[src/sv/frs_pkg.sv]
`timescale 1ns / 1ps

package frs_pkg;

	localparam int MAX_ROWS = 64;
	localparam int MAX_COLS = 64;
	localparam int DEPTH    = MAX_ROWS * MAX_COLS;
	localparam int ADDR_W   = (DEPTH > 1) ? $clog2(DEPTH) : 1;
	localparam int ROW_W    = (MAX_ROWS > 1) ? $clog2(MAX_ROWS) : 1;
	localparam int COL_W    = (MAX_COLS > 1) ? $clog2(MAX_COLS) : 1;
	localparam int RUSE_W   = $clog2(MAX_ROWS + 1);
	localparam int CUSE_W   = $clog2(MAX_COLS + 1);
	localparam int GEO_W    = 11;
	localparam int CFG_W    = 7;
	localparam int CFG_IDX_W = 2;

	localparam logic [7:0] BLANK_CELL = 8'd46;
	localparam logic [6:0] CANVAS_RESET = 7'd64;

	localparam logic [CFG_IDX_W-1:0] REG_CANVAS_ROWS = 2'd0;
	localparam logic [CFG_IDX_W-1:0] REG_CANVAS_COLS = 2'd1;

	localparam logic [2:0] CMD_CLEAR    = 3'd0;
	localparam logic [2:0] CMD_RECT     = 3'd1;
	localparam logic [2:0] CMD_TRI_DOWN = 3'd2;
	localparam logic [2:0] CMD_TRI_UP   = 3'd3;
	localparam logic [2:0] CMD_DIAMOND  = 3'd4;
	localparam logic [2:0] CMD_READ     = 3'd5;

	typedef struct packed {
		logic [2:0]        cmd;
		logic signed [7:0] pos_x;
		logic signed [7:0] pos_y;
		logic [6:0]        width;
		logic [6:0]        height;
		logic [7:0]        brush;
	} cmd_word_t;

	typedef struct packed {
		logic [7:0] pixel;
		logic       status;
	} result_word_t;

	typedef struct packed {
		logic              we;
		logic              re;
		logic [ADDR_W-1:0] addr;
		logic [7:0]        wdata;
	} mem_req_t;

	typedef struct packed {
		logic busy;
		logic fin;
		logic fin_oob;
		logic fin_read;
	} ctrl_stat_t;

	typedef enum logic [2:0] {
		ST_INIT,
		ST_IDLE,
		ST_CLEAR,
		ST_ROW,
		ST_SPAN,
		ST_READ
	} state_t;

endpackage

[src/sv/frs_ctrl.sv]
`timescale 1ns / 1ps

module frs_ctrl
	import frs_pkg::*;
(
	input  logic              clk,
	input  logic              arst_n,
	input  logic              start,
	input  cmd_word_t         command,
	input  logic [RUSE_W-1:0] rows_use,
	input  logic [CUSE_W-1:0] cols_use,
	output mem_req_t          mem_req,
	output ctrl_stat_t        stat
);

	state_t state_q, state_d;

	logic [ADDR_W-1:0] sweep_q;
	logic [2:0]        shape_q;
	logic signed [7:0] x_q, y_q;
	logic [6:0]        w_q, h_q;
	logic [7:0]        brush_q;
	logic [7:0]        nrows_q, i_q;
	logic [ROW_W-1:0]  row_q;
	logic [COL_W-1:0]  col_q, col_end_q;

	logic signed [GEO_W-1:0] iv, xv, yv, ev, r_s, c0_s, c1_s, c0c_s, c1c_s;
	logic signed [GEO_W-1:0] rows_s, cols_s, rx_s, ry_s;
	logic sweep_last, row_done, span_ok, col_last, rd_in, accept;
	logic [7:0] nrows_d;

	assign accept     = start && (state_q == ST_IDLE);
	assign sweep_last = (sweep_q == ADDR_W'(DEPTH - 1));
	assign row_done   = (i_q == nrows_q);
	assign col_last   = (col_q == col_end_q);

	assign rows_s = $signed(GEO_W'(rows_use));
	assign cols_s = $signed(GEO_W'(cols_use));

	// row geometry for row index i
	always_comb begin
		iv = $signed(GEO_W'(i_q));
		xv = GEO_W'(x_q);
		yv = GEO_W'(y_q);
		if (shape_q == CMD_DIAMOND && i_q > {1'b0, h_q}) begin
			ev = $signed(GEO_W'({h_q, 1'b0})) - iv;
		end else begin
			ev = iv;
		end
		r_s = (shape_q == CMD_TRI_DOWN) ? (yv - iv) : (yv + iv);
		if (shape_q == CMD_RECT) begin
			c0_s = xv;
			c1_s = xv + $signed(GEO_W'(w_q)) - $signed(GEO_W'(1));
		end else begin
			c0_s = xv - ev;
			c1_s = xv + ev;
		end
		c0c_s = (c0_s < 0) ? '0 : c0_s;
		c1c_s = (c1_s >= cols_s) ? (cols_s - $signed(GEO_W'(1))) : c1_s;
		span_ok = (r_s >= 0) && (r_s < rows_s) && (c0c_s <= c1c_s);
	end

	assign rx_s  = GEO_W'(command.pos_x);
	assign ry_s  = GEO_W'(command.pos_y);
	assign rd_in = (rx_s >= 0) && (ry_s >= 0) && (rx_s < cols_s) && (ry_s < rows_s);

	always_comb begin
		unique case (command.cmd)
			CMD_RECT:                nrows_d = (command.width == 7'd0) ? 8'd0
			                                   : {1'b0, command.height};
			CMD_TRI_DOWN, CMD_TRI_UP: nrows_d = {1'b0, command.height};
			CMD_DIAMOND:             nrows_d = {command.height, 1'b1};
			default:                 nrows_d = 8'd0;
		endcase
	end

	always_comb begin
		state_d = state_q;
		unique case (state_q)
			ST_INIT, ST_CLEAR: begin
				if (sweep_last) state_d = ST_IDLE;
			end
			ST_IDLE: begin
				if (start) begin
					unique case (command.cmd)
						CMD_CLEAR:                         state_d = ST_CLEAR;
						CMD_RECT, CMD_TRI_DOWN, CMD_TRI_UP,
						CMD_DIAMOND:                       state_d = ST_ROW;
						CMD_READ:                          state_d = rd_in ? ST_READ : ST_IDLE;
						default:                           state_d = ST_IDLE;
					endcase
				end
			end
			ST_ROW: begin
				if (row_done) state_d = ST_IDLE;
				else if (span_ok) state_d = ST_SPAN;
			end
			ST_SPAN: begin
				if (col_last) state_d = ST_ROW;
			end
			ST_READ: state_d = ST_IDLE;
			default: state_d = ST_IDLE;
		endcase
	end

	always_comb begin
		mem_req       = '0;
		stat          = '0;
		stat.busy     = (state_q != ST_IDLE);
		unique case (state_q)
			ST_INIT, ST_CLEAR: begin
				mem_req.we    = 1'b1;
				mem_req.addr  = sweep_q;
				mem_req.wdata = BLANK_CELL;
				stat.fin      = (state_q == ST_CLEAR) && sweep_last;
			end
			ST_IDLE: begin
				if (start) begin
					if (command.cmd == CMD_READ) begin
						mem_req.re   = rd_in;
						mem_req.addr = ADDR_W'(32'($unsigned(command.pos_y)) * MAX_COLS
						               + 32'($unsigned(command.pos_x)));
						stat.fin     = !rd_in;
						stat.fin_oob = !rd_in;
					end else if (command.cmd > CMD_READ) begin
						stat.fin = 1'b1;
					end
				end
			end
			ST_ROW: stat.fin = row_done;
			ST_SPAN: begin
				mem_req.we    = 1'b1;
				mem_req.addr  = ADDR_W'(32'(row_q) * MAX_COLS + 32'(col_q));
				mem_req.wdata = brush_q;
			end
			ST_READ: begin
				stat.fin      = 1'b1;
				stat.fin_read = 1'b1;
			end
			default: ;
		endcase
	end

	always_ff @(posedge clk or negedge arst_n) begin
		if (!arst_n) begin
			state_q <= ST_INIT;
			sweep_q <= '0;
			i_q     <= '0;
		end else begin
			state_q <= state_d;
			if (state_q == ST_INIT || state_q == ST_CLEAR) begin
				sweep_q <= sweep_last ? '0 : sweep_q + 1'b1;
			end
			if (accept) begin
				i_q <= '0;
			end else if ((state_q == ST_ROW && !row_done && !span_ok)
			             || (state_q == ST_SPAN && col_last)) begin
				i_q <= i_q + 1'b1;
			end
		end
	end

	always_ff @(posedge clk) begin
		if (accept) begin
			shape_q <= command.cmd;
			x_q     <= command.pos_x;
			y_q     <= command.pos_y;
			w_q     <= command.width;
			h_q     <= command.height;
			brush_q <= command.brush;
			nrows_q <= nrows_d;
		end
		if (state_q == ST_ROW) begin
			row_q     <= r_s[ROW_W-1:0];
			col_q     <= c0c_s[COL_W-1:0];
			col_end_q <= c1c_s[COL_W-1:0];
		end else if (state_q == ST_SPAN) begin
			col_q <= col_q + 1'b1;
		end
	end

endmodule

[config.mk]
export PLATFORM = sky130hd
export DESIGN_NAME = frs_ctrl
export DESIGN_NICKNAME = d
export VERILOG_FILES = /design/src/sv/frs_pkg.sv /design/src/sv/frs_ctrl.sv
export SDC_FILE = /design/constraint.sdc
export NUM_CORES = 1
export LEC_CHECK = 0
export BUFFER_PORTS_ARGS = -buffer_cell sky130_fd_sc_hd__buf_2
export CAP_MARGIN = 20
export CORE_MARGIN = 1.5
export CORE_UTILIZATION = 60
export CTS_BUF_LIST = sky130_fd_sc_hd__clkbuf_4
export DETAILED_ROUTE_END_ITERATION = 10
export PLACE_DENSITY = 0.81
export SKIP_CTS_REPAIR_TIMING = 1
export SLEW_MARGIN = 5
export SYNTH_ARGS = -nofsm -noshare
export SYNTH_HDL_FRONTEND = slang
export SYNTH_SLANG_ARGS = --single-unit
[constraint.sdc]
create_clock -name clk -period 13.44 [get_ports clk]
set_clock_uncertainty 0.2 [all_clocks]
set_input_delay 2.688 -clock clk [delete_from_list [all_inputs] [get_ports clk]]
set_output_delay 2.688 -clock clk [all_outputs]
set_load 0.02 [all_outputs]
==> summary.txt, run 1 <==
Iter 0 DRT Violations: 549
f_max: 113 MHz
EDFF count, synth: 67
share of post-route cells with drive strength above 1: 0.154
critical path's slowest cell: o31ai_2
Syn Std Cell Area: 7670 um2
WP data required: 13.62 ns
Final Max Slew Viols: 0
max_cap viols: 0
GRT overflow: 0
clock sink count: 90
crit-path max cell delay: 0.58 ns
register bit count reported by yosys: 90
Crit. End Element: register
DIE AREA: 13500 um2
Starting Density: 0.610
syn nets: 959
post-route setup slack: 4.62 ns
WP data arrival: 9.00 ns
Post-synth ARST share: 0.256
drt total wl: 17900 um
Final setup viols: 0
Hold Path Class: register to register
core area: 12600 um2
Seq/Total Area, Yosys: 0.337
Finished Core Util: 0.671
worst-path fanout max: 14
Synth Area per Inst: 9.64 um2
vias in the first global route: 5701
Crit Path Category: register to register
first-pass iteration count of the detailed router: 6
Inserted Diodes: 0
largest net degree at the start of global routing: 56
first-pass GRT wire length: 28000 um
status: finished clean
worst path bufs/invs: 4
DRC viols: 0
reg2reg start: i_q[0]
IO buf count: 83
unrepaired setup endpoints after global routing: false
CTS Buffer Depth: 2
prevailing post-synth register cell: edfxtp_1
Crit path max-delay family: compound AO/OA/AOI/OAI gates
Gate Count Post-Synth: 796
GP Congestion: 0.932
DIE HEIGHT: 116 um
# IOs: 84
cell mode on critical path: o21a_1
vias post-DR: 6253
TritonCTS clock tree: done
R2R Setup Slk: 4.62 ns
Ys Warns: 0
synthesis-to-layout area growth: 9.92%
PwrDens: 196 nW/um2
Max rail drop VDD: 0.111 mV
origin of the worst setup path: i_q[0]
total track usage: 0.274
Die Wd: 116 um
Final Cycle Share: 0.656
clk_lat worst skew: 0.49 ns
post-synth cell types: 65
Num CTS Buffers: 9
wire per inst: 17.0 um
dpl ws: 4.80 ns
initial antenna violation count: 0
antenna-violating nets left: 0
Worst setup SP type: register
Fill cells: 1052
routed vias/inst: 5.94
post-DP HPWL: 14200 um
htree depth: 3
Final Hold Vio Count: 0
Reg clk slew, reported paths: 0.15 ns
Slew HR: 0.264
Sum Neg Setup Slack: 0 ns
row count: 41
Final Critical Period: 8.82 ns
Clock Tree Root: clkbuf_4
min-delay src: sweep_q[10]
final net count: 1039
Static Leak: 3.97 nW
Worst-Margin Slew: 1.10 ns
-- Yosys cell counts, drive strengths merged (5+ instances only) --
library cell	n	area share
a211oi	7	0.0069
a21o	23	0.023
a21oi	34	0.023
a222oi	8	0.010
a22o	7	0.0080
a31oi	6	0.0049
and2	11	0.0090
buf	5	0.0041
clkbuf	15	0.0073
dfrtp	23	0.075
edfxtp	67	0.26
fa	6	0.016
ha	99	0.16
inv	93	0.046
mux2	16	0.024
mux2i	17	0.022
nand2	49	0.024
nand2b	9	0.0073
nand3	19	0.012
nand4	11	0.0090
nor2	43	0.021
nor2b	10	0.0082
nor3	15	0.0098
nor4	8	0.0065
o211a	6	0.0078
o211ai	12	0.012
o21a	12	0.012
o21ai	38	0.025
o31ai	7	0.0075
or3	5	0.0041
xnor2	42	0.048
xor2	31	0.035
-- registers in the layout, summed over array words and instances, names as in the netlist --
signal     flops
nrows_q        8
h_q            7
sweep_q       12
w_q            7
shape_q        3
x_q            8
row_q          6
y_q            8
i_q            8
brush_q        8
col_end_q      6
col_q          6
state_q        3
-- final cells by class --
| type | instances | area (um2) | share of cell area |
|---|---|---|---|
| Clock buffer | 11 | 82.6 | 0.00979 |
| Clock inverter | 5 | 85.1 | 0.0101 |
| Timing Repair Buffer | 89 | 460 | 0.0546 |
| Tap cell | 172 | 215 | 0.0255 |
| Multi-Input combinational cell | 592 | 4650 | 0.551 |
| Sequential cell | 90 | 2590 | 0.307 |
| Inverter | 94 | 353 | 0.0418 |
-- worst paths after layout --
path,end,depth (start not counted)
min in group asynchronous,sweep_q[4],1
max in group asynchronous,i_q[0],1
max,state_q[0],37
min reg2reg,sweep_q[10],1
max reg2reg,state_q[0],37
min,sweep_q[10],1
-- cells by family after synthesis --
group | synth area share
AOI/OAI and AO/OA | 0.172
buffers and inverters | 0.0574
adders and majority gates | 0.177
xor gates and xnor gates | 0.0833
and+or+nand+nor | 0.127
DFF | 0.337
muxes | 0.0462
-- per-layer routing --
metal	up-vias	wire length, um	track usage
li1	3046	-	-
met1	2951	8040	0.367
met2	213	8370	0.443
met3	43	953	0.0429
met4	0	580	0.122
met5	-	0	0
-- power by group --
part | switching (mW) | internal, mW | leakage, nW
combinational | 0.568 | 0.425 | 2.95
clock | 0.0964 | 0.0809 | 0.0881
sequential | 0.0693 | 0.409 | 0.935
total | 0.734 | 0.915 | 3.97
-- worst reg2reg max path, delay by kind of cell (launching register included) --
| kind | cells | cell delay [ns] |
|---|---|---|
| AO/OA/AOI/OAI | 19 | 3.87 |
| multiplexers | 3 | 1.16 |
| adder cells (fa/ha/maj) | 4 | 1.12 |
| AND/OR/NAND/NOR | 6 | 1.11 |
| buffers and inverters | 4 | 0.62 |
| flip-flops | 1 | 0.53 |
| XOR/XNOR | 1 | 0.07 |
-- placed cells by master, fill, tap and decap left out, drive strengths merged, types with 5 or more instances in the layout --
| cell | synthesis | final |
|---|---|---|
| mux2 | 16 | 16 |
| mux2i | 17 | 17 |
| a21oi | 34 | 34 |
| o21ai | 38 | 38 |
| nor4 | 8 | 8 |
| fa | 6 | 6 |
| dfrtp | 23 | 23 |
| a211oi | 7 | 7 |
| nor2b | 10 | 10 |
| xor2 | 31 | 31 |
| nor3 | 15 | 15 |
| a22o | 7 | 7 |
| or3 | 5 | 5 |
| nor2 | 43 | 43 |
| nand2b | 9 | 9 |
| xnor2 | 42 | 42 |
| clkbuf | 15 | 11 |
| o31ai | 7 | 7 |
| inv | 93 | 96 |
| a222oi | 8 | 8 |
| o211ai | 12 | 12 |
| ha | 99 | 99 |
| buf | 5 | 89 |
| and2 | 11 | 11 |
| a31oi | 6 | 6 |
| o21a | 12 | 12 |
| edfxtp | 67 | 67 |
| nand2 | 49 | 49 |
| a21o | 23 | 23 |
| nand3 | 19 | 19 |
| o211a | 6 | 6 |
| nand4 | 11 | 11 |
-- through the flow --
| step | area [um2] | hold slack (ns) | instances | total power, mW |
|---|---|---|---|---|
| 2_1_floorplan | 7670 | 0.267 | 796 | 1.22 |
| 3_3_place_gp | 8260 | 0.302 | 1037 | 1.44 |
| 3_5_place_dp | 8260 | 0.315 | 1037 | 1.46 |
| 4_1_cts | 8430 | 0.339 | 1053 | 1.65 |
| 5_1_grt | 8430 | 0.362 | 1053 | 1.78 |
| 6_report | 8430 | 0.343 | 1053 | 1.65 |
Note: power is estimated with default switching activity, not from simulation.
==> run 2: changes to the inputs <==
CORE_UTILIZATION = 56   (was 60)
PLACE_DENSITY = 0.8   (was 0.81)
clock period = 7.15 ns   (was 13.44 ns; I/O delays follow)
==> run 2 against run 1 <==
Against the previous run:
- the flow now finishes with violations (setup timing)
- critical path type unchanged
- via count grew 4.4%
- core utilization is 2.4 points higher
- sequential share of layout area shrank 2.7 points
- sequential cell count stayed put
- clock-buffer cell count shrank 2
- wire length grew 10%
==> summary.txt, run 2 (synthesized netlist as in run 1, its figures left out) <==
worst-path fanout max: 6
PwrDens: 379 nW/um2
IO buf count: 83
Final Hold Vio Count: 0
max_cap viols: 0
core area: 13300 um2
routed vias/inst: 5.83
CTS Buffer Depth: 2
Clock Tree Root: clkbuf_4
total track usage: 0.275
Crit. End Element: register
critical path's slowest cell: edfxtp_1
TritonCTS clock tree: done
WP data arrival: 7.81 ns
row count: 42
DIE HEIGHT: 120 um
Iter 0 DRT Violations: 646
DIE AREA: 14400 um2
Worst setup SP type: register
Starting Density: 0.577
Reg clk slew, reported paths: 0.16 ns
initial antenna violation count: 2
final net count: 1101
cell mode on critical path: o21a_1
clk_lat worst skew: 0.48 ns
Hold Path Class: register to register
max reg flops: 12
antenna-violating nets left: 0
drt total wl: 19800 um
Die Wd: 120 um
GP Congestion: 1.00
dpl ws: -0.563 ns
commonest non-fill, non-tap cells in the layout: inv_1 (91), ha_1 (89), buf_2 (84), edfxtp_1 (67), buf_4 (57)
vias post-DR: 6528
Static Leak: 4.32 nW
Slew HR: 0.400
share of post-route cells with drive strength above 1: 0.253
WP data required: 7.34 ns
Worst-Margin Slew: 0.898 ns
crit-path max cell delay: 0.44 ns
# IOs: 84
Crit Path Category: register to register
status: complete, but fails checks
vias in the first global route: 6296
Final setup viols: 11
first-pass GRT wire length: 30900 um
GRT overflow: 0
post-route setup slack: -0.464 ns
register with the most flip-flops: sweep_q
largest net degree at the start of global routing: 40
Final Cycle Share: 1.06
DP Area: 8770 um2
post-DP HPWL: 15500 um
Final Max Slew Viols: 0
failing checks: setup timing
synthesis-to-layout area growth: 20.5%
first-pass iteration count of the detailed router: 6
unrepaired setup endpoints after global routing: true
wire per inst: 17.7 um
clock sink count: 90
DRC viols: 0
f_max: 131 MHz
post-route cell area: 9240 um2
Num CTS Buffers: 9
Final Critical Period: 7.61 ns
commonest non-fill, non-tap cell in the layout: inv_1
htree depth: 3
Max rail drop VDD: 0.231 mV
[run 2: cell types whose count changed in the layout (fill, tap and decap cells not counted), moves of 3 or more]
cell	before	now
mux2_2	15	11
mux2i_1	17	13
o21ai_1	4	7
ha_1	99	89
o21ai_2	0	5
o21ai_0	34	26
mux2_4	1	5
a21oi_2	1	5
buf_6	0	10
a21oi_1	33	28
ha_4	0	8
buf_4	6	57
mux2i_2	0	3
[run 2: worst paths after layout]
| check | slack [ns] | endpoint | cells after the start | startpoint |
|---|---|---|---|---|
| setup / recovery | -0.46 | state_q[1] | 40 | h_q[1] |
| hold / removal | 0.34 | sweep_q[8] | 1 | sweep_q[8] |
| setup reg to reg | -0.46 | state_q[1] | 40 | h_q[1] |
| hold reg to reg | 0.34 | sweep_q[8] | 1 | sweep_q[8] |
| max in group asynchronous | 5.63 | i_q[1] | 1 | arst_n |
| min in group asynchronous | 0.71 | sweep_q[7] | 1 | arst_n |
[run 2: power breakdown]
| part | leakage [nW] | total (mW) | internal, mW | switching [mW] |
|---|---|---|---|---|
| logic | 3.30 | 2.28 | 1.04 | 1.24 |
| registers | 0.933 | 0.887 | 0.769 | 0.118 |
| clock network | 0.0901 | 0.339 | 0.145 | 0.194 |
[run 2: final cells by class]
| type | instances | area (um2) |
|---|---|---|
| Multi-Input combinational cell | 592 | 4950 |
| Antenna cell | 1 | 2.50 |
| Tap cell | 176 | 220 |
| Sequential cell | 90 | 2590 |
| Fill cell | 1043 | 4060 |
| Timing Repair Buffer | 151 | 961 |
| Clock inverter | 7 | 101 |
| Clock buffer | 9 | 67.6 |
| Inverter | 94 | 353 |
[run 2: metal layers]
layer	routed length, um	share of wire	vias up	GRT usage
li1	-	-	3160	-
met1	8450	0.43	3108	0.358
met2	9680	0.49	228	0.464
met3	1250	0.063	30	0.0471
met4	443	0.022	2	0.0900
met5	10	0.00050	-	0
[run 2: metrics by stage]
| stage | std cells | utilization | TNS, ns | hold WS (ns) | power [mW] |
|---|---|---|---|---|---|
| CTS | 1108 | 0.673 | -4.98 | 0.342 | 3.31 |
| global route | 1120 | 0.695 | -6.40 | 0.354 | 3.76 |
| finish | 1120 | 0.695 | -2.65 | 0.342 | 3.51 |
| floorplan | 796 | - | -0.557 | 0.267 | 2.35 |
| global placement | 1092 | 0.660 | -1.55 | 0.313 | 2.89 |
| detailed placement | 1092 | 0.660 | -4.32 | 0.314 | 2.96 |
[run 2: worst max-delay path: cells and delay by family, from the launching register on]
kind | cells | cell delay, ns
buf+inv | 8 | 0.96
xor+xnor | 1 | 0.12
compound gates | 16 | 2.74
flops | 1 | 0.44
mux | 3 | 0.73
simple gates | 8 | 1.30
fa+ha+maj | 4 | 1.01
==> run 3: changes to the inputs <==
TNS_END_PERCENT = 1   (was unset)
==> run 3 against run 2 <==
Against the previous run:
- the run still ends with setup timing left
- via count down 0.83%
- sequential cell count unchanged
- non-clock buffer count decreased by 5
- clock power decreased by 20%
- hold slack lost 0.0034 ns
- first-iteration DRC count is 23% lower
- wire length down 1.9%
- critical endpoint is now state_q[0]
- largest cell class unchanged
==> summary.txt, run 3 (synthesized netlist as in run 1, its figures left out) <==
WP data required: 7.33 ns
Finished Core Util: 0.685
Max rail drop VDD: 0.198 mV
DP Area: 8780 um2
row count: 42
Final Hold Vio Count: 0
Reg clk slew, reported paths: 0.15 ns
Final Max Slew Viols: 0
# IOs: 84
clock sink count: 90
DIE HEIGHT: 120 um
GR Util met2: 0.452
f_max: 132 MHz
register with the most flip-flops: sweep_q
GRT busiest layer: met2
core area: 13300 um2
switching share of total power: 0.452
Final setup viols: 11
wire per inst: 17.5 um
Iter 0 DRT Violations: 495
initial antenna violation count: 0
routed vias/inst: 5.81
WP data arrival: 7.77 ns
post-route setup slack: -0.443 ns
commonest non-fill, non-tap cell in the layout: ha_1
Num CTS Buffers: 9
status: complete, but fails checks
Static Leak: 4.26 nW
power share of the combinational group: 0.657
Hold Path Class: register to register
commonest non-fill, non-tap cells in the layout: ha_1 (91), inv_1 (90), buf_2 (83), edfxtp_1 (67), buf_4 (58)
fin cells: 1114
PwrDens: 371 nW/um2
TritonCTS clock tree: done
worst-path fanout max: 6
reg2reg start: h_q[1]
drt total wl: 19500 um
multi-input logic area: 4900 um2
largest net degree at the start of global routing: 56
share of post-route cells with drive strength above 1: 0.241
total track usage: 0.273
Clock Tree Root: clkbuf_4
Final Cycle Share: 1.06
Crit path max-delay family: compound AO/OA/AOI/OAI gates
synthesis-to-layout area growth: 18.7%
DRC viols: 0
cell mode on critical path: o21a_1
first-pass GRT wire length: 30600 um
WHS: 0.339 ns
unrepaired setup endpoints after global routing: true
final net count: 1096
met1 GRT Util: 0.360
max_cap viols: 0
Slew HR: 0.340
Inserted Diodes: 0
clock share of power: 0.081
post-route cell area: 9110 um2
critical path's slowest cell: edfxtp_1
vias in the first global route: 6088
Starting Density: 0.577
crit-path max cell delay: 0.43 ns
placed instance count: 1093
origin of the worst setup path: h_q[1]
Worst setup SP type: register
Die Wd: 120 um
Storage cell area: 2590 um2
failing checks: setup timing
max reg flops: 12
Worst-Margin Slew: 0.983 ns
vias post-DR: 6474
Psw: 1.53 mW
Pint: 1.85 mW
min-delay src: sweep_q[8]
GRT overflow: 0
DIE AREA: 14400 um2
Sum Neg Setup Slack: -2.81 ns
htree depth: 3
GP Congestion: 0.980
Crit. End Element: register
post-DP HPWL: 15300 um
Seq pwr share: 0.263
Fill cells: 1032
dpl ws: -0.560 ns
IO buf count: 83
Final Critical Period: 7.59 ns
Design Power: 3.38 mW
antenna-violating nets left: 0
worst path bufs/invs: 6
CTS Buffer Depth: 2
met3 Resource Use GR: 0.0461
clk_lat worst skew: 0.49 ns
first-pass iteration count of the detailed router: 6
Crit Path Category: register to register
==> run 3: changes by cell type in the layout (fill, tap and decap cells not counted), moves of 2 or more <==
cell       before  now
ha_1           89   91
o21ai_2         5    3
buf_6          10    4
bufinv_16       2    0
==> run 3: layer usage <==
| layer | part of all wire | wire, um | up-vias |
|---|---|---|---|
| met4 | 0.029 | 565 | 0 |
| li1 | - | - | 3144 |
| met3 | 0.053 | 1030 | 42 |
| met1 | 0.44 | 8550 | 3063 |
| met5 | 0 | 0 | - |
| met2 | 0.48 | 9310 | 225 |
==> run 3: final timing paths <==
path	endpoint	slack, ns	cells after the start
worst min-delay path	sweep_q[8]	0.34	1
max in group asynchronous	i_q[1]	5.60	1
worst max-delay path	state_q[0]	-0.44	39
min in group asynchronous	sweep_q[2]	0.71	1
worst min register to register	sweep_q[8]	0.34	1
worst max register to register	state_q[0]	-0.44	39
==> run 3: power groups by stage <==
| stage | registers, mW | clock network, mW | logic (mW) |
|---|---|---|---|
| floorplan | 0.869 | 0 | 1.48 |
| global placement | 0.891 | 0 | 2.00 |
| detailed placement | 0.896 | 0 | 2.08 |
| CTS | 0.883 | 0.276 | 2.09 |
| global route | 0.902 | 0.294 | 2.45 |
| finish | 0.887 | 0.272 | 2.22 |
==> run 3: worst register-to-register path, delay by kind of cell (launching register included) <==
kind                     cells  cell delay, ns
buffers and inverters        6            0.68
adder cells (fa/ha/maj)      4            0.95
flip-flops                   1            0.43
XOR/XNOR                     1            0.13
multiplexers                 3            0.97
AO/OA/AOI/OAI               19            3.00
AND/OR/NAND/NOR              6            1.12
==> run 3: area by class of cell <==
class                   count  area share
flip-flops and latches     90       0.284
clock inverters             6     0.00536
repair buffers            146       0.101
inverters                  94      0.0387
multi-input cells         592       0.539
clock buffers              10     0.00824
well taps                 176      0.0242
